==> src/design/vgn_pkg.sv <==
// Shared types, constants and helper functions of the volume gradient normal encoder.
package vgn_pkg;

    localparam int MAX_DIM  = 64;
    localparam int DIM_W    = $clog2(MAX_DIM);
    localparam int SIZE_W   = 7;
    localparam int PLANE_W  = 2 * DIM_W + 1;
    localparam int ADDR_W   = 3 * DIM_W;
    localparam int DEPTH    = MAX_DIM * MAX_DIM * MAX_DIM;
    localparam int VOX_W    = 8;
    localparam int G_W      = 15;
    localparam int GA_W     = 14;
    localparam int SA_W     = 22;
    localparam int S_W      = 28;
    localparam int SQ_W     = 44;
    localparam int MA_W     = 28;
    localparam int MB_W     = 22;
    localparam int P_W      = MA_W + MB_W;
    localparam int CODE_W   = 8;

    localparam logic [1:0] CFG_SIZE_X = 2'd0;
    localparam logic [1:0] CFG_SIZE_Y = 2'd1;
    localparam logic [1:0] CFG_SIZE_Z = 2'd2;

    localparam logic CMD_LOAD  = 1'b0;
    localparam logic CMD_QUERY = 1'b1;

    // neighbor offset codes along one axis
    localparam logic [1:0] OFF_LO  = 2'd0;
    localparam logic [1:0] OFF_MID = 2'd1;
    localparam logic [1:0] OFF_HI  = 2'd2;

    localparam logic [CODE_W-1:0] CODE_ZERO = 8'd128;

    typedef struct packed {
        logic             cmd;
        logic [DIM_W-1:0] x;
        logic [DIM_W-1:0] y;
        logic [DIM_W-1:0] z;
        logic [VOX_W-1:0] value;
    } t_item;

    typedef struct packed {
        logic [SIZE_W-1:0]  sx;
        logic [SIZE_W-1:0]  sy;
        logic [SIZE_W-1:0]  sz;
        logic [PLANE_W-1:0] plane;
    } t_geom;

    typedef enum logic [3:0] {
        ST_IDLE,
        ST_LOAD,
        ST_READ,
        ST_DRAIN,
        ST_SQ_MUL,
        ST_SQ_ADD,
        ST_SQ_CHK,
        ST_S2_MUL,
        ST_S2_SAVE,
        ST_T_MUL,
        ST_TS_MUL,
        ST_CMP,
        ST_OUT
    } t_state;

    function automatic logic [SIZE_W-1:0] eff_size(input logic [SIZE_W-1:0] s);
        logic [SIZE_W-1:0] r;
        if (s == '0) r = SIZE_W'(1);
        else if (s > SIZE_W'(MAX_DIM)) r = SIZE_W'(MAX_DIM);
        else r = s;
        return r;
    endfunction

    function automatic logic [DIM_W-1:0] sat_pos(input logic [DIM_W-1:0] p,
                                                  input logic [SIZE_W-1:0] s);
        logic [SIZE_W-1:0] hi;
        hi = s - SIZE_W'(1);
        return ({1'b0, p} > hi) ? hi[DIM_W-1:0] : p;
    endfunction

    // clamped neighbor coordinate; p is already below s
    function automatic logic [DIM_W-1:0] nb_coord(input logic [DIM_W-1:0] p,
                                                   input logic [1:0] off,
                                                   input logic [SIZE_W-1:0] s);
        logic [DIM_W-1:0] r;
        r = p;
        if (off == OFF_LO) begin
            if (p != '0) r = p - DIM_W'(1);
        end else if (off == OFF_HI) begin
            if ({1'b0, p} != s - SIZE_W'(1)) r = p + DIM_W'(1);
        end
        return r;
    endfunction

    // signed contribution of one voxel to a gradient component
    function automatic logic signed [G_W-1:0] contrib(input logic [VOX_W-1:0] v,
                                                       input logic [1:0] dir,
                                                       input logic [1:0] o1,
                                                       input logic [1:0] o2);
        logic [G_W-1:0] mag;
        logic [2:0]     sh;
        sh  = ((o1 == OFF_MID) ? 3'd2 : 3'd0) + ((o2 == OFF_MID) ? 3'd2 : 3'd0);
        mag = G_W'(v) << sh;
        if (dir == OFF_HI) return $signed(mag);
        else if (dir == OFF_LO) return -$signed(mag);
        else return '0;
    endfunction

endpackage

==> src/design/vgn_queue.sv <==
// Two-entry request queue between the input stage and the gradient engine.
module vgn_queue (
    input  logic           i_clk,
    input  logic           i_rst_n,
    input  logic           i_push,
    input  vgn_pkg::t_item i_item,
    output logic           o_ready,
    input  logic           i_pop,
    output logic           o_valid,
    output vgn_pkg::t_item o_item
);
    import vgn_pkg::*;

    t_item      r_mem [2];
    logic       r_wp;
    logic       r_rp;
    logic [1:0] r_cnt;
    logic       do_push;
    logic       do_pop;

    assign o_ready = (r_cnt != 2'd2);
    assign o_valid = (r_cnt != 2'd0);
    assign o_item  = r_mem[r_rp];
    assign do_push = i_push && o_ready;
    assign do_pop  = i_pop && o_valid;

    always_ff @(posedge i_clk) begin
        if (!i_rst_n) begin
            r_wp  <= 1'b0;
            r_rp  <= 1'b0;
            r_cnt <= 2'd0;
        end else begin
            if (do_push) r_wp <= !r_wp;
            if (do_pop)  r_rp <= !r_rp;
            if (do_push && !do_pop) r_cnt <= r_cnt + 2'd1;
            else if (do_pop && !do_push) r_cnt <= r_cnt - 2'd1;
        end
    end

    always_ff @(posedge i_clk) begin
        if (do_push) r_mem[r_wp] <= i_item;
    end

endmodule

==> config.mk <==
export PLATFORM = sky130hd
export DESIGN_NAME = vgn_queue
export DESIGN_NICKNAME = d
export VERILOG_FILES = /design/src/design/vgn_pkg.sv /design/src/design/vgn_queue.sv
export SDC_FILE = /design/constraint.sdc
export NUM_CORES = 1
export LEC_CHECK = 0
export BUFFER_PORTS_ARGS = -buffer_cell sky130_fd_sc_hd__buf_2
export CAP_MARGIN = 20
export CORE_ASPECT_RATIO = 1.25
export CORE_MARGIN = 10
export CORE_UTILIZATION = 45
export CTS_CLUSTER_DIAMETER = 30
export DETAILED_ROUTE_END_ITERATION = 10
export PLACE_DENSITY = 0.7
export SETUP_SLACK_MARGIN = 0.3
export SYNTH_ARGS = -nofsm -noshare
export SYNTH_HDL_FRONTEND = slang
export SYNTH_SLANG_ARGS = --single-unit
==> constraint.sdc <==
create_clock -name i_clk -period 2.2 [get_ports i_clk]
set_clock_uncertainty 0.05 [all_clocks]
set_input_delay 0.44 -clock i_clk [delete_from_list [all_inputs] [get_ports i_clk]]
set_output_delay 0.44 -clock i_clk [all_outputs]
set_load 0.005 [all_outputs]
==> metrics <==
cell area after synthesis 0.00219 mm2; area inside the core boundary 0.00473 mm2; clock-pin slew on the worst setup and hold paths 60 ps; Crit Path Class reg2out; wire length of the first global-routing pass 6.29 mm; RR Endpoint r_cnt[1]; HPWL Detailed 2.99 mm; most used cells in the layout excluding fill and tap cells sky130_fd_sc_hd__buf_2 (59), sky130_fd_sc_hd__edfxtp_1 (54), sky130_fd_sc_hd__mux2_2 (27), sky130_fd_sc_hd__clkbuf_8 (9); worst hold path class in2reg; count of max-cap constraint violations 0; final-report setup violation count 0; hold slack 248 ps; total negative slack for setup checks 0 ps; RePlAce Congestion 0.700; mean instance size in the synthesized netlist 20.3 um2; Hold Path Cell Cnt 1; number of distinct library cells after synthesis 20; CTS Buffer Depth 2; GR Util All Layers 0.107; fraction of final layout cells sized beyond drive strength 1 0.586; Synthesis Warnings 0; Port Buffers 59; required time at the worst-slack endpoint 1710 ps; met2 track utilization from global routing 0.173; routed via count 1177; via/cell ratio 4.78; startpoint types register; number of cells traversed by the worst register-to-register path 5; WP data arrival 1330 ps; number of buffers inserted during clock tree synthesis 9; Power per Cell Area 1130 mW/mm2; Buf+Inv Stages, Crit Path 2; final cycle utilization of the critical path 0.827; critical path endpoint category output port; remaining global-route overflow 0; total power 3140 uW; critical path's slowest cell sky130_fd_sc_hd__dfxtp_2; number of design rule violations left after detail routing 0; mean routed wirelength per cell 16.5 um; number of design-rule violations left by the first detailed-router iteration 44; CTS tree yes; final net count 213; beginning of the worst hold path i_item[16]; kind of cell adding the most delay to the critical path flip-flops; final cell utilization of the core 0.589; final antenna diode count 0; vertical die dimension 98.0 um; H-Tree Depth 3; peak ir drop on the vdd network 0.575 mV; number of instances in the synthesized netlist 108; count of endpoints failing hold in the final timing report 0; CP peak stage delay 360 ps; area growth from synthesis to layout 27.2%; antenna violations before repair 0; flip-flop and latch count after synthesis 59; Starting Density 0.463; Global Route met3 Usage 0.0606; number of max-slew violations in the final report 0; total wirelength of the detailed-routed design 4.06 mm; Worst Hold Endpoint r_mem[1][16]; maximum number of pins on one net before global-route repair 18; drt pass-1 iters 4; sequential cell area fraction in the yosys report 0.787; setup slack of the most critical reg-to-reg path 510 ps; most heavily used metal layer in global routing met2; via count of the first global-routing pass 1320; Clk Latency, worst-skew pair 330 ps; floorplan die area 0.00807 mm2; remaining antenna violation count after routing 0; number of setup buffers added after CTS 0; pin slew with the least headroom to its limit 364 ps; unrepaired setup endpoints after global routing false; Achievable Freq 0.550 GHz; count of hold-fix buffers inserted at cts 0; Critical R2R Launch r_cnt[0]; I/O pins 60; Tmin final 1820 ps; Leakage Power 0.00107 uW; Root Buffer Master sky130_fd_sc_hd__clkbuf_8; met1 usage 0.107; count of clock tree sinks 59; worst slew margin relative to its limit 0.757; critical path, cell by cell buf_12, mux2_2, buf_2; leading cell type in the layout, fill and taps excluded sky130_fd_sc_hd__buf_2; synthesized netlist net count 140; worst-path maximum fanout 17; die outline width 82.4 um; run status finished, final reports clean; count of standard-cell rows 28
how the worst max path moves through the flow:
stage | start | end | slack, ps | cells after the start
2_1_floorplan | r_cnt[0] | r_mem[1][0] | 480 | 2
3_3_place_gp | i_push | r_cnt[1] | 600 | 5
3_5_place_dp | i_push | r_cnt[1] | 500 | 5
4_1_cts | register | o_item[26] | 300 | 3
5_1_grt | register | o_item[9] | 320 | 3
6_report | register | o_item[7] | 380 | 3
timing repair:
item | in CTS | in global routing
gates resized for setup | 2 | 3
gates cloned | 0 | 0
endpoints found under the setup margin | 17 | 25
through the flow:
stage          cell area, um2  worst slack, ps  cells
2_1_floorplan            2190              482    108
3_3_place_gp             2580              603    230
3_5_place_dp             2580              496    230
4_1_cts                  2770              303    246
5_1_grt                  2780              323    246
6_report                 2780              381    246
state kept, by name, indices dropped and copies added (netlist names), named ones only:
| signal | count |
|---|---|
| r_cnt | 2 |
| r_mem | 54 |
| r_rp | 1 |
| r_wp | 1 |
per-layer routing:
layer / share of wire / up-vias
met2: 0.52 / 49
met5: 0 / -
li1: - / 561
met1: 0.38 / 562
met3: 0.091 / 5
met4: 0.0074 / 0
power breakdown:
group	leakage, uW	internal, uW	switching (uW)	total, uW
clock network	0.0000915	506	384	890
registers	0.000546	1410	61.2	1470
logic	0.000429	428	350	778
total	0.00107	2340	795	3140
layout make-up:
| cell class | count | area [um2] |
|---|---|---|
| fillers | 369 | 1950 |
| inverters | 1 | 3.75 |
| well taps | 60 | 75.1 |
| multi-input cells | 45 | 443 |
| clock buffers | 9 | 124 |
| flip-flops and latches | 59 | 1720 |
| clock inverters | 7 | 58.8 |
| repair buffers | 65 | 357 |
synth_stat cells:
master	count	area [um2]
sky130_fd_sc_hd__nand3b_1	1	7.51
sky130_fd_sc_hd__a21bo_2	1	10.0
sky130_fd_sc_hd__and3_1	1	6.26
sky130_fd_sc_hd__edfxtp_1	54	1620
sky130_fd_sc_hd__a21boi_0	1	7.51
sky130_fd_sc_hd__xor2_1	1	8.76
sky130_fd_sc_hd__xnor2_1	2	17.5
sky130_fd_sc_hd__ha_1	1	12.5
sky130_fd_sc_hd__o21ai_1	1	5.00
sky130_fd_sc_hd__and2_1	4	25.0
sky130_fd_sc_hd__dfxtp_1	5	100
sky130_fd_sc_hd__inv_1	1	3.75
sky130_fd_sc_hd__or3_1	1	6.26
sky130_fd_sc_hd__mux2_2	27	304
sky130_fd_sc_hd__or2_2	1	6.26
sky130_fd_sc_hd__o21ai_0	1	5.00
sky130_fd_sc_hd__buf_4	2	15.0
sky130_fd_sc_hd__a21boi_1	1	7.51
sky130_fd_sc_hd__nand2b_4	1	13.8
sky130_fd_sc_hd__buf_2	1	5.00
cells by family (layout without fill, tap and decap cells):
logic type                 count (synthesis)  count (layout)  share of synthesized area
xor gates and xnor gates                   3               3                     0.0120
adders and majority gates                  1               1                    0.00572
DFF                                       59              59                      0.787
and+or+nand+nor                            9               9                     0.0297
AOI/OAI and AO/OA                          5               5                     0.0160
muxes                                     27              27                      0.139
buffers and inverters                      4              82                     0.0109
No activity file was read; power rests on OpenSTA's default activity.
