## src/design/vgn_pkg.sv

```systemverilog
// Shared types, constants and helper functions of the volume gradient normal encoder.
package vgn_pkg;

    localparam int MAX_DIM  = 64;
    localparam int DIM_W    = $clog2(MAX_DIM);
    localparam int SIZE_W   = 7;
    localparam int PLANE_W  = 2 * DIM_W + 1;
    localparam int ADDR_W   = 3 * DIM_W;
    localparam int DEPTH    = MAX_DIM * MAX_DIM * MAX_DIM;
    localparam int VOX_W    = 8;
    localparam int G_W      = 15;
    localparam int GA_W     = 14;
    localparam int SA_W     = 22;
    localparam int S_W      = 28;
    localparam int SQ_W     = 44;
    localparam int MA_W     = 28;
    localparam int MB_W     = 22;
    localparam int P_W      = MA_W + MB_W;
    localparam int CODE_W   = 8;

    localparam logic [1:0] CFG_SIZE_X = 2'd0;
    localparam logic [1:0] CFG_SIZE_Y = 2'd1;
    localparam logic [1:0] CFG_SIZE_Z = 2'd2;

    localparam logic CMD_LOAD  = 1'b0;
    localparam logic CMD_QUERY = 1'b1;

    // neighbor offset codes along one axis
    localparam logic [1:0] OFF_LO  = 2'd0;
    localparam logic [1:0] OFF_MID = 2'd1;
    localparam logic [1:0] OFF_HI  = 2'd2;

    localparam logic [CODE_W-1:0] CODE_ZERO = 8'd128;

    typedef struct packed {
        logic             cmd;
        logic [DIM_W-1:0] x;
        logic [DIM_W-1:0] y;
        logic [DIM_W-1:0] z;
        logic [VOX_W-1:0] value;
    } t_item;

    typedef struct packed {
        logic [SIZE_W-1:0]  sx;
        logic [SIZE_W-1:0]  sy;
        logic [SIZE_W-1:0]  sz;
        logic [PLANE_W-1:0] plane;
    } t_geom;

    typedef enum logic [3:0] {
        ST_IDLE,
        ST_LOAD,
        ST_READ,
        ST_DRAIN,
        ST_SQ_MUL,
        ST_SQ_ADD,
        ST_SQ_CHK,
        ST_S2_MUL,
        ST_S2_SAVE,
        ST_T_MUL,
        ST_TS_MUL,
        ST_CMP,
        ST_OUT
    } t_state;

    function automatic logic [SIZE_W-1:0] eff_size(input logic [SIZE_W-1:0] s);
        logic [SIZE_W-1:0] r;
        if (s == '0) r = SIZE_W'(1);
        else if (s > SIZE_W'(MAX_DIM)) r = SIZE_W'(MAX_DIM);
        else r = s;
        return r;
    endfunction

    function automatic logic [DIM_W-1:0] sat_pos(input logic [DIM_W-1:0] p,
                                                  input logic [SIZE_W-1:0] s);
        logic [SIZE_W-1:0] hi;
        hi = s - SIZE_W'(1);
        return ({1'b0, p} > hi) ? hi[DIM_W-1:0] : p;
    endfunction

    // clamped neighbor coordinate; p is already below s
    function automatic logic [DIM_W-1:0] nb_coord(input logic [DIM_W-1:0] p,
                                                   input logic [1:0] off,
                                                   input logic [SIZE_W-1:0] s);
        logic [DIM_W-1:0] r;
        r = p;
        if (off == OFF_LO) begin
            if (p != '0) r = p - DIM_W'(1);
        end else if (off == OFF_HI) begin
            if ({1'b0, p} != s - SIZE_W'(1)) r = p + DIM_W'(1);
        end
        return r;
    endfunction

    // signed contribution of one voxel to a gradient component
    function automatic logic signed [G_W-1:0] contrib(input logic [VOX_W-1:0] v,
                                                       input logic [1:0] dir,
                                                       input logic [1:0] o1,
                                                       input logic [1:0] o2);
        logic [G_W-1:0] mag;
        logic [2:0]     sh;
        sh  = ((o1 == OFF_MID) ? 3'd2 : 3'd0) + ((o2 == OFF_MID) ? 3'd2 : 3'd0);
        mag = G_W'(v) << sh;
        if (dir == OFF_HI) return $signed(mag);
        else if (dir == OFF_LO) return -$signed(mag);
        else return '0;
    endfunction

endpackage

```

## src/design/vgn_front.sv

```systemverilog
// Input stage: takes stream requests, saturates positions to the volume, feeds the queue.
module vgn_front (
    input  logic                  i_clk,
    input  logic                  i_rst_n,
    input  logic                  i_valid,
    output logic                  o_ready,
    input  vgn_pkg::t_item        i_item,
    input  vgn_pkg::t_geom        i_geom,
    output logic                  o_push,
    output vgn_pkg::t_item        o_item,
    input  logic                  i_q_ready
);
    import vgn_pkg::*;

    logic  r_vld;
    t_item r_item;

    assign o_ready = !r_vld || i_q_ready;
    assign o_push  = r_vld;
    assign o_item  = r_item;

    always_ff @(posedge i_clk) begin
        if (!i_rst_n) begin
            r_vld <= 1'b0;
        end else if (o_ready) begin
            r_vld <= i_valid;
        end
    end

    always_ff @(posedge i_clk) begin
        if (o_ready && i_valid) begin
            r_item.cmd   <= i_item.cmd;
            r_item.x     <= sat_pos(i_item.x, i_geom.sx);
            r_item.y     <= sat_pos(i_item.y, i_geom.sy);
            r_item.z     <= sat_pos(i_item.z, i_geom.sz);
            r_item.value <= i_item.value;
        end
    end

endmodule

```

## config.mk

```make
export PLATFORM = sky130hd
export DESIGN_NAME = vgn_front
export DESIGN_NICKNAME = d
export VERILOG_FILES = /design/src/design/vgn_pkg.sv /design/src/design/vgn_front.sv
export SDC_FILE = /design/constraint.sdc
export NUM_CORES = 1
export LEC_CHECK = 0
export BUFFER_PORTS_ARGS = -buffer_cell sky130_fd_sc_hd__buf_4
export CAP_MARGIN = 15
export CORE_ASPECT_RATIO = 0.75
export CORE_MARGIN = 1
export CORE_UTILIZATION = 46
export CTS_CLUSTER_DIAMETER = 200
export DETAILED_ROUTE_END_ITERATION = 16
export PLACE_DENSITY_LB_ADDON = 0.05
export SETUP_SLACK_MARGIN = 0.05
export SYNTH_ARGS = -nofsm -noshare
export SYNTH_HDL_FRONTEND = slang
export SYNTH_SLANG_ARGS = --single-unit
```

## constraint.sdc

```tcl
create_clock -name i_clk -period 2.7 [get_ports i_clk]
set_input_delay 0.135 -clock i_clk [delete_from_list [all_inputs] [get_ports i_clk]]
set_output_delay 0.135 -clock i_clk [all_outputs]
set_load 0.03 [all_outputs]
```

==> results of run 1 <==
## state kept, by name (all words and copies together), names as in the netlist
signal,cells
o_item,27
o_push,1
## area by class of cell
type	instances	area (um2)	area share, %
Clock buffer	3	41.29	1.615
Clock inverter	1	30.03	1.175
Inverter	10	37.54	1.468
Multi-Input combinational cell	114	943.4	36.91
Sequential cell	28	830.8	32.50
Tap cell	52	65.06	2.545
Timing Repair Buffer	81	608.1	23.79
## cell usage in the layout (no fill, tap or decap), drive strengths merged, types with 4 or more instances in the layout
master   n
buf     81
edfxtp  27
ha      21
o21ai   18
o31ai   15
inv     10
xnor2    9
nor3     6
xor2     6
nand2b   4
## metrics by stage
| step | utilization (%) | instances |
|---|---|---|
| 2_1_floorplan | - | 155 |
| 3_3_place_gp | 66.16 | 285 |
| 3_5_place_dp | 66.16 | 285 |
| 4_1_cts | 68.05 | 289 |
| 5_1_grt | 68.05 | 289 |
| 6_report | 68.05 | 289 |
## synth_stat cells (all sizes together)
cell    count  area share [%]
a21oi       3            0.81
and2        1            0.34
nand4       3             1.0
nor2        3            0.61
o22ai       3             1.0
xnor2       9             4.3
o31ai      15             6.1
or3         3             1.0
nand2b      4             1.4
ha         21              14
a21boi      1            0.41
dfxtp       1             1.1
nor3b       3             1.2
inv        10             2.0
o21ai      18             4.9
mux2i       3             1.6
nor3        6             3.5
buf         3             1.8
xor2        6             4.1
o21a        3             1.2
nor4        3             1.0
nand2       3            0.61
or3b        3             1.8
edfxtp     27              44
## kinds of logic after synthesis
kind of cell               Yosys count  share of synthesized area [%]
adders and majority gates           21                          14.24
AOI/OAI and AO/OA                   43                          14.44
DFF                                 28                          45.02
and+or+nand+nor                     32                          12.47
xor gates and xnor gates            15                          8.340
muxes                                3                          1.627
buffers and inverters               13                          3.864
## final timing paths
kind	startpoint	endpoint	slack [ns]	cells after the start
max	i_geom[13]	o_item[9]	0.20	9
min	i_item[7]	o_item[7]	0.04	1
max reg2reg	o_push	o_item[9]	1.30	3
min reg2reg	o_push	o_push	0.55	2
## layer usage
metal | vias up | global-route usage (%) | routed length [um]
met5 | - | 0 | 0
met4 | 0 | 4.762 | 59
met3 | 8 | 6.463 | 328
met2 | 81 | 32.05 | 1829
met1 | 689 | 21.64 | 1576
li1 | 758 | - | -
## power groups by stage
stage,sequential [mW],clock [mW],combinational (mW)
4_1_cts,0.531,0.322,0.388
3_3_place_gp,0.539,0,0.370
2_1_floorplan,0.610,0,0.163
6_report,0.530,0.316,0.388
3_5_place_dp,0.540,0,0.386
5_1_grt,0.535,0.342,0.426
## critical path: stages
cell and delay, ns:
buf_4 0.12, inv_1 0.07, ha_1 0.17, or3b_4 0.41, xor2_1 0.18, ha_1 0.23, nor4_1 0.72, or3_1 0.34
o21ai_0 0.13
==> run_results.csv, run 1 <==
group,metric,value,unit
global_routing,grt_util_all_layers,18.52,%
outcome,outcome,"complete, no violations",
pwr,peakVddDrop,0.3089,mV
cts,h-tree-depth,1,
placed_design,dp_slack,-0.01638,ns
timing,fin_crit_sh,92.69,%
timing,worstMarginPinSlew,0.8631,ns
finish,drive_above_1_share,39.66,%
flow_run,maxCapViolations,0,
route,post_drt_wl_per_cell,13.13,um
floorplanning,core_area,0.003756,mm2
pwr,netSwitchingFraction,28.26,%
cts,clkTransAtPathRegs,0.09,ns
global_routing,grt_pass1_wl,6051,um
setup_path,path_max_fanout,6,
cts,root_buffer,"clkbuf_8",
setup_path,critPathKind,"in2reg",
cts,cts_tree,"built",
placed_design,portBuffers,80,
timing,maxSlewViolCount,0,
pwr,p_leak,1.112,nW
pwr,p_comb_share,31.4,%
global_routing,grt_pass1_vias,1428,
finish,fillers,302,
finish,n_antenna_cell,0,
cts,clk_path_buf_depth,2,
cts,clock_latency,0.26,ns
global_routing,grt_overflow_total,0,
timing,slew_headroom,41.93,%
route,drtPass1Iterations,5,
logic_synthesis,synth_area_per_cell,11.91,um2
timing,hold_ws,0.03934,ns
timing,timing_hold_violations_final,0,
pwr,pwr-share-clk,25.6,%
placed_design,place_area,0.002485,mm2
route,remaining_drc_errors,0,
route,vias,1536,
route,wl,3794,um
pwr,powerDensity,482.8,mW/mm2
timing,setup_viol,0,
setup_path,cp-start-kind,"input port",
cts,cts_hold_buf,0,
pwr,power,1.234,mW
timing,fin_skew,0.003305,ns
logic_synthesis,yosys_warnings,0,
route,ant_nets,0,
logic_synthesis,syn-num-nets,241,
setup_path,cp-end-kind,"register",
pwr,p_int,0.8855,mW
cts,clock-sinks,28,
finish,finalNetCount,324,
floorplanning,die_y,56.86,um
logic_synthesis,ys_seq_area_share,45.02,%
timing,clock.fmax,399.6,MHz
cts,cts_made_buffers,3,
route,via_per_inst,5.315,
floorplanning,die_w,75.14,um
route,drtIter0Drc,53,
cts,post_cts_buffers,0,
setup_path,cp.arrival,2.50,ns
logic_synthesis,netlist_area,0.001846,mm2
cts,cts_resized,0,
pwr,seqPwrFrac,42.9,%
pwr,switching_power,0.3487,mW
placed_design,gp_congestion,0.8698,
logic_synthesis,synth_cell_type_count,26,
global_routing,grt_antenna_before_repair,0,
finish,stdcell_area,0.002556,mm2
logic_synthesis,syn_inst,155,
worst_hold_path,hold_class,"in2reg",
logic_synthesis,ys_ff_latch,28,
floorplanning,ios,94,
global_routing,grt_max_degree,22,
floorplanning,dieArea,0.004272,mm2
setup_path,cp.required,2.70,ns
timing,layout_setup_ws,0.1973,ns
floorplanning,rows,19,
timing,min_period,2.503,ns
finish,area_delta_synth_final,38.51,%
timing,rsz0062_at_grt,"no",
timing,tns,0,ns
placed_design,dpl.hpwl,3203,um
floorplanning,start_util,49.13,%
(Power assumes the default switching activity.)
==> inputs of run 2 (changes only) <==
--- a/config.mk
+++ b/config.mk
@@ -9,7 +9,7 @@
 export CAP_MARGIN = 15
 export CORE_ASPECT_RATIO = 0.75
 export CORE_MARGIN = 1
-export CORE_UTILIZATION = 46
+export CORE_UTILIZATION = 45
 export CTS_CLUSTER_DIAMETER = 200
 export DETAILED_ROUTE_END_ITERATION = 16
 export PLACE_DENSITY_LB_ADDON = 0.05
==> run_results.csv, run 2 (synthesis results as in run 1) <==
group,metric,value,unit
setup_path,path_buf_inv,2,
finish,drive_above_1_share,39.66,%
setup_path,slowest_delay,0.68,ns
setup_path,cp-start-kind,"input port",
route,via_per_inst,5.256,
global_routing,grt_antenna_before_repair,0,
setup_path,r2r-start,"o_push",
timing,timing_hold_violations_final,0,
setup_path,path_cells,"buf_4 -> inv_1 -> ha_1 -> or3b_4 -> xor2_1 -> ha_1 -> nor4_1 -> or3_1 -> mux2i_1",
timing,rsz0062_at_grt,"no",
finish,area_delta_synth_final,38.51,%
cts,h-tree-depth,1,
setup_path,cp.required,2.81,ns
finish,largest_reg_flops,27,
floorplanning,core_area,0.003780,mm2
pwr,peakVddDrop,0.2315,mV
setup_path,r2r_setup_slack,1.49,ns
route,drtIter0Drc,51,
timing,layout_setup_ws,0.2569,ns
pwr,powerDensity,486.2,mW/mm2
timing,clock.fmax,409.3,MHz
setup_path,slowest_stage,"nor4_1",
timing,fin_crit_sh,90.49,%
setup_path,reg2reg_to,"o_item[3]",
setup_path,reg2reg_depth,3,
setup_path,cpMostUsedCell,"ha_1",
timing,slew_headroom,44.85,%
setup_path,path_max_fanout,6,
cts,clkTransAtPathRegs,0.09,ns
global_routing,grt_max_degree,28,
worst_hold_path,hold-path-endpoint,"o_item[1]",
finish,layout_common_cells,"81 x buf_4, 27 x edfxtp_1, 21 x ha_1",
setup_path,critPathKind,"in2reg",
cts,cts_made_buffers,3,
worst_hold_path,hold_class,"in2reg",
cts,clock_latency,0.27,ns
finish,n_antenna_cell,0,
setup_path,cp.arrival,2.55,ns
timing,maxSlewViolCount,0,
worst_hold_path,worstHoldStart,"i_item[1]",
route,vias,1519,
timing,min_period,2.443,ns
cts,post_cts_buffers,0,
route,wl,3829,um
finish,final_cells,289,
worst_hold_path,whs_path_depth,1,
pwr,p_leak,1.112,nW
route,ant_nets,0,
global_routing,grt_overflow_total,0,
outcome,outcome,"complete, no violations",
placed_design,place_area,0.002485,mm2
placed_design,placed_cells,285,
cts,clk_path_buf_depth,2,
setup_path,cp-end-kind,"register",
placed_design,portBuffers,80,
timing,tns,0,ns
timing,worstMarginPinSlew,0.8197,ns
route,drtPass1Iterations,4,
finish,fillers,282,
placed_design,dp_slack,0.009544,ns
pwr,power,1.243,mW
flow_run,maxCapViolations,0,
timing,setup_viol,0,
floorplanning,die_y,57.46,um
floorplanning,rows,19,
finish,finalNetCount,324,
placed_design,gp_congestion,0.9079,
placed_design,dpl.hpwl,3173,um
cts,cts_tree,"built",
floorplanning,dieArea,0.004364,mm2
finish,stdcell_area,0.002556,mm2
floorplanning,die_w,75.95,um
finish,fin_util,67.63,%
cts,clock-sinks,28,
cts,root_buffer,"clkbuf_8",
route,remaining_drc_errors,0,
floorplanning,ios,94,
timing,hold_ws,0.03220,ns
cts,cts_resized,0,
floorplanning,start_util,48.82,%
timing,fin_skew,0.003667,ns
global_routing,grt_util_all_layers,18.50,%
global_routing,grt_pass1_vias,1490,
setup_path,critPathTopFamily,"simple AND/OR/NAND/NOR gates",
global_routing,grt_pass1_wl,6354,um
cts,cts_hold_buf,0,
route,post_drt_wl_per_cell,13.25,um
finish,layout_commonest_cell,"buf_4",
-- run 2: cell counts in the layout (fill, tap and decap cells not counted) --
Identical to the previous run, type by type.
-- run 2: routing by layer --
layer,GRT usage (%),routed length (um)
met1,21.68,1540
met2,34.68,1977
met3,2.720,262
met4,7.418,49
met5,0,0
-- run 2: report_power, final --
group | internal, mW | leakage [nW] | switching, mW
clock network | 0.198 | 0.0357 | 0.128
logic | 0.166 | 0.805 | 0.221
registers | 0.521 | 0.271 | 0.00837
-- run 2: how the worst max path moves through the flow --
stage / start / endpoint / slack [ns] / cells after the start
3_5_place_dp: i_geom[20] / o_item[14] / 0.01 / 9
6_report: i_geom[20] / o_item[14] / 0.26 / 9
3_3_place_gp: i_geom[20] / o_item[14] / 0.14 / 9
2_1_floorplan: i_geom[20] / o_item[18] / 0.41 / 9
4_1_cts: i_geom[13] / o_item[12] / 0.31 / 9
5_1_grt: i_geom[20] / o_item[19] / 0.08 / 9
-- run 2: final cells by class --
class | count | area [um2] | area share, %
multi-input cells | 114 | 943.4 | 36.91
flip-flops and latches | 28 | 830.8 | 32.50
repair buffers | 81 | 608.1 | 23.79
well taps | 52 | 65.06 | 2.545
clock buffers | 3 | 41.29 | 1.615
inverters | 10 | 37.54 | 1.468
clock inverters | 1 | 30.03 | 1.175
==> inputs of run 3 (changes only) <==
--- a/config.mk
+++ b/config.mk
@@ -6,7 +6,6 @@
 export NUM_CORES = 1
 export LEC_CHECK = 0
 export BUFFER_PORTS_ARGS = -buffer_cell sky130_fd_sc_hd__buf_4
-export CAP_MARGIN = 15
 export CORE_ASPECT_RATIO = 0.75
 export CORE_MARGIN = 1
 export CORE_UTILIZATION = 45
==> constraint.sdc (replaced) <==
create_clock -name i_clk -period 3.1 [get_ports i_clk]
set_input_delay 0.155 -clock i_clk [delete_from_list [all_inputs] [get_ports i_clk]]
set_output_delay 0.155 -clock i_clk [all_outputs]
set_load 0.03 [all_outputs]
==> run_results.csv, run 3 (synthesis results as in run 1) <==
group,metric,value,unit
outcome,outcome,"complete, no violations",
cts,cts_made_buffers,3,
pwr,power,1.081,mW
route,via_per_inst,5.388,
floorplanning,start_util,48.82,%
floorplanning,die_w,75.95,um
timing,timing_hold_violations_final,0,
timing,fin_crit_sh,80.42,%
cts,cts_tree,"built",
setup_path,slowest_stage,"or3b_4",
setup_path,critPathKind,"in2reg",
placed_design,place_area,0.002485,mm2
flow_run,maxCapViolations,0,
placed_design,gp_congestion,0.9658,
timing,tns,0,ns
cts,cts_resized,0,
cts,h-tree-depth,1,
timing,fin_skew,0.003590,ns
finish,fillers,291,
finish,n_antenna_cell,0,
placed_design,dpl.hpwl,3297,um
finish,layout_common_cells,"81 x buf_4, 27 x edfxtp_1, 21 x ha_1",
route,vias,1557,
route,wl,3985,um
global_routing,grt_pass1_vias,1518,
placed_design,portBuffers,80,
route,post_drt_wl_per_cell,13.79,um
route,remaining_drc_errors,0,
pwr,powerDensity,423.0,mW/mm2
timing,setup_viol,0,
worst_hold_path,hold_class,"in2reg",
setup_path,path_cells,"buf_4 -> inv_1 -> ha_1 -> or3b_4 -> xor2_1 -> ha_1 -> o21a_1 -> o22ai_1 -> or3_1 -> o21ai_0",
finish,drive_above_1_share,39.66,%
finish,stdcell_area,0.002556,mm2
floorplanning,rows,19,
cts,clock-sinks,28,
global_routing,grt_util_all_layers,19.57,%
global_routing,grt_pass1_wl,6679,um
timing,slew_headroom,45.52,%
floorplanning,die_y,57.46,um
setup_path,path_max_fanout,6,
timing,rsz0062_at_grt,"no",
global_routing,grt_overflow_total,0,
setup_path,slowest_delay,0.42,ns
cts,post_cts_buffers,0,
cts,cts_hold_buf,0,
finish,area_delta_synth_final,38.51,%
timing,min_period,2.493,ns
cts,clk_path_buf_depth,2,
timing,clock.fmax,401.1,MHz
timing,worstMarginPinSlew,0.8098,ns
setup_path,cpMostUsedCell,"ha_1",
setup_path,cp-end-kind,"register",
finish,largest_reg_flops,27,
route,ant_nets,0,
pwr,peakVddDrop,0.2437,mV
route,drtIter0Drc,63,
global_routing,grt_max_degree,28,
setup_path,cp.required,3.11,ns
timing,maxSlewViolCount,0,
finish,layout_commonest_cell,"buf_4",
floorplanning,ios,94,
finish,finalNetCount,324,
setup_path,cp-start-kind,"input port",
cts,root_buffer,"clkbuf_8",
global_routing,grt_antenna_before_repair,0,
pwr,p_leak,1.112,nW
floorplanning,core_area,0.003780,mm2
cts,clkTransAtPathRegs,0.09,ns
cts,clock_latency,0.27,ns
route,drtPass1Iterations,4,
setup_path,cp.arrival,2.50,ns
floorplanning,dieArea,0.004364,mm2
## run 3: cell counts in the layout (fill, tap and decap cells not counted)
No cell type changed its count.
## run 3: cell type report
| cell class | instances | area [um2] | area share [%] |
|---|---|---|---|
| Tap cell | 52 | 65.06 | 2.545 |
| Multi-Input combinational cell | 114 | 943.4 | 36.91 |
| Clock buffer | 3 | 41.29 | 1.615 |
| Clock inverter | 1 | 30.03 | 1.175 |
| Sequential cell | 28 | 830.8 | 32.50 |
| Inverter | 10 | 37.54 | 1.468 |
| Timing Repair Buffer | 81 | 608.1 | 23.79 |
## run 3: power breakdown
part,internal [mW],switching (mW),leakage (nW)
Sequential,0.454,0.00812,0.271
Clock,0.173,0.108,0.0357
Combinational,0.145,0.193,0.805
Total,0.772,0.310,1.11
## run 3: critical path: cells and delay by family
kind | cells | cell delay, ns
buffers and inverters | 2 | 0.19
AO/OA/AOI/OAI | 3 | 0.69
XOR/XNOR | 1 | 0.25
adder cells (fa/ha/maj) | 2 | 0.50
AND/OR/NAND/NOR | 2 | 0.71
## run 3: path summary, 6_finish.rpt
| kind | cells past startpoint | to | slack [ns] | startpoint |
|---|---|---|---|---|
| setup / recovery | 10 | o_item[12] | 0.61 | i_geom[13] |
| hold / removal | 1 | o_item[4] | 0.06 | i_item[4] |
| setup reg to reg | 3 | o_item[15] | 1.90 | o_push |
| hold reg to reg | 2 | o_push | 0.55 | o_push |
## run 3: stage by stage
step	cells	setup slack [ns]	hold WS (ns)	utilization (%)
finish	289	0.6069	0.05714	67.63
global route	289	0.4101	0.04068	67.63
CTS	289	0.6462	0.04904	67.63
detailed placement	285	0.3763	0.3345	65.74
global placement	285	0.5252	0.3329	65.74
floorplan	155	0.7854	0.2539	-
## run 3: layer usage
metal / up-vias / part of all wire, % / global-route usage, %
li1: 754 / - / -
met1: 724 / 38 / 21.29
met2: 73 / 54 / 38.05
met3: 6 / 6.1 / 2.720
met4: 0 / 1.8 / 9.615
met5: - / 0 / 0
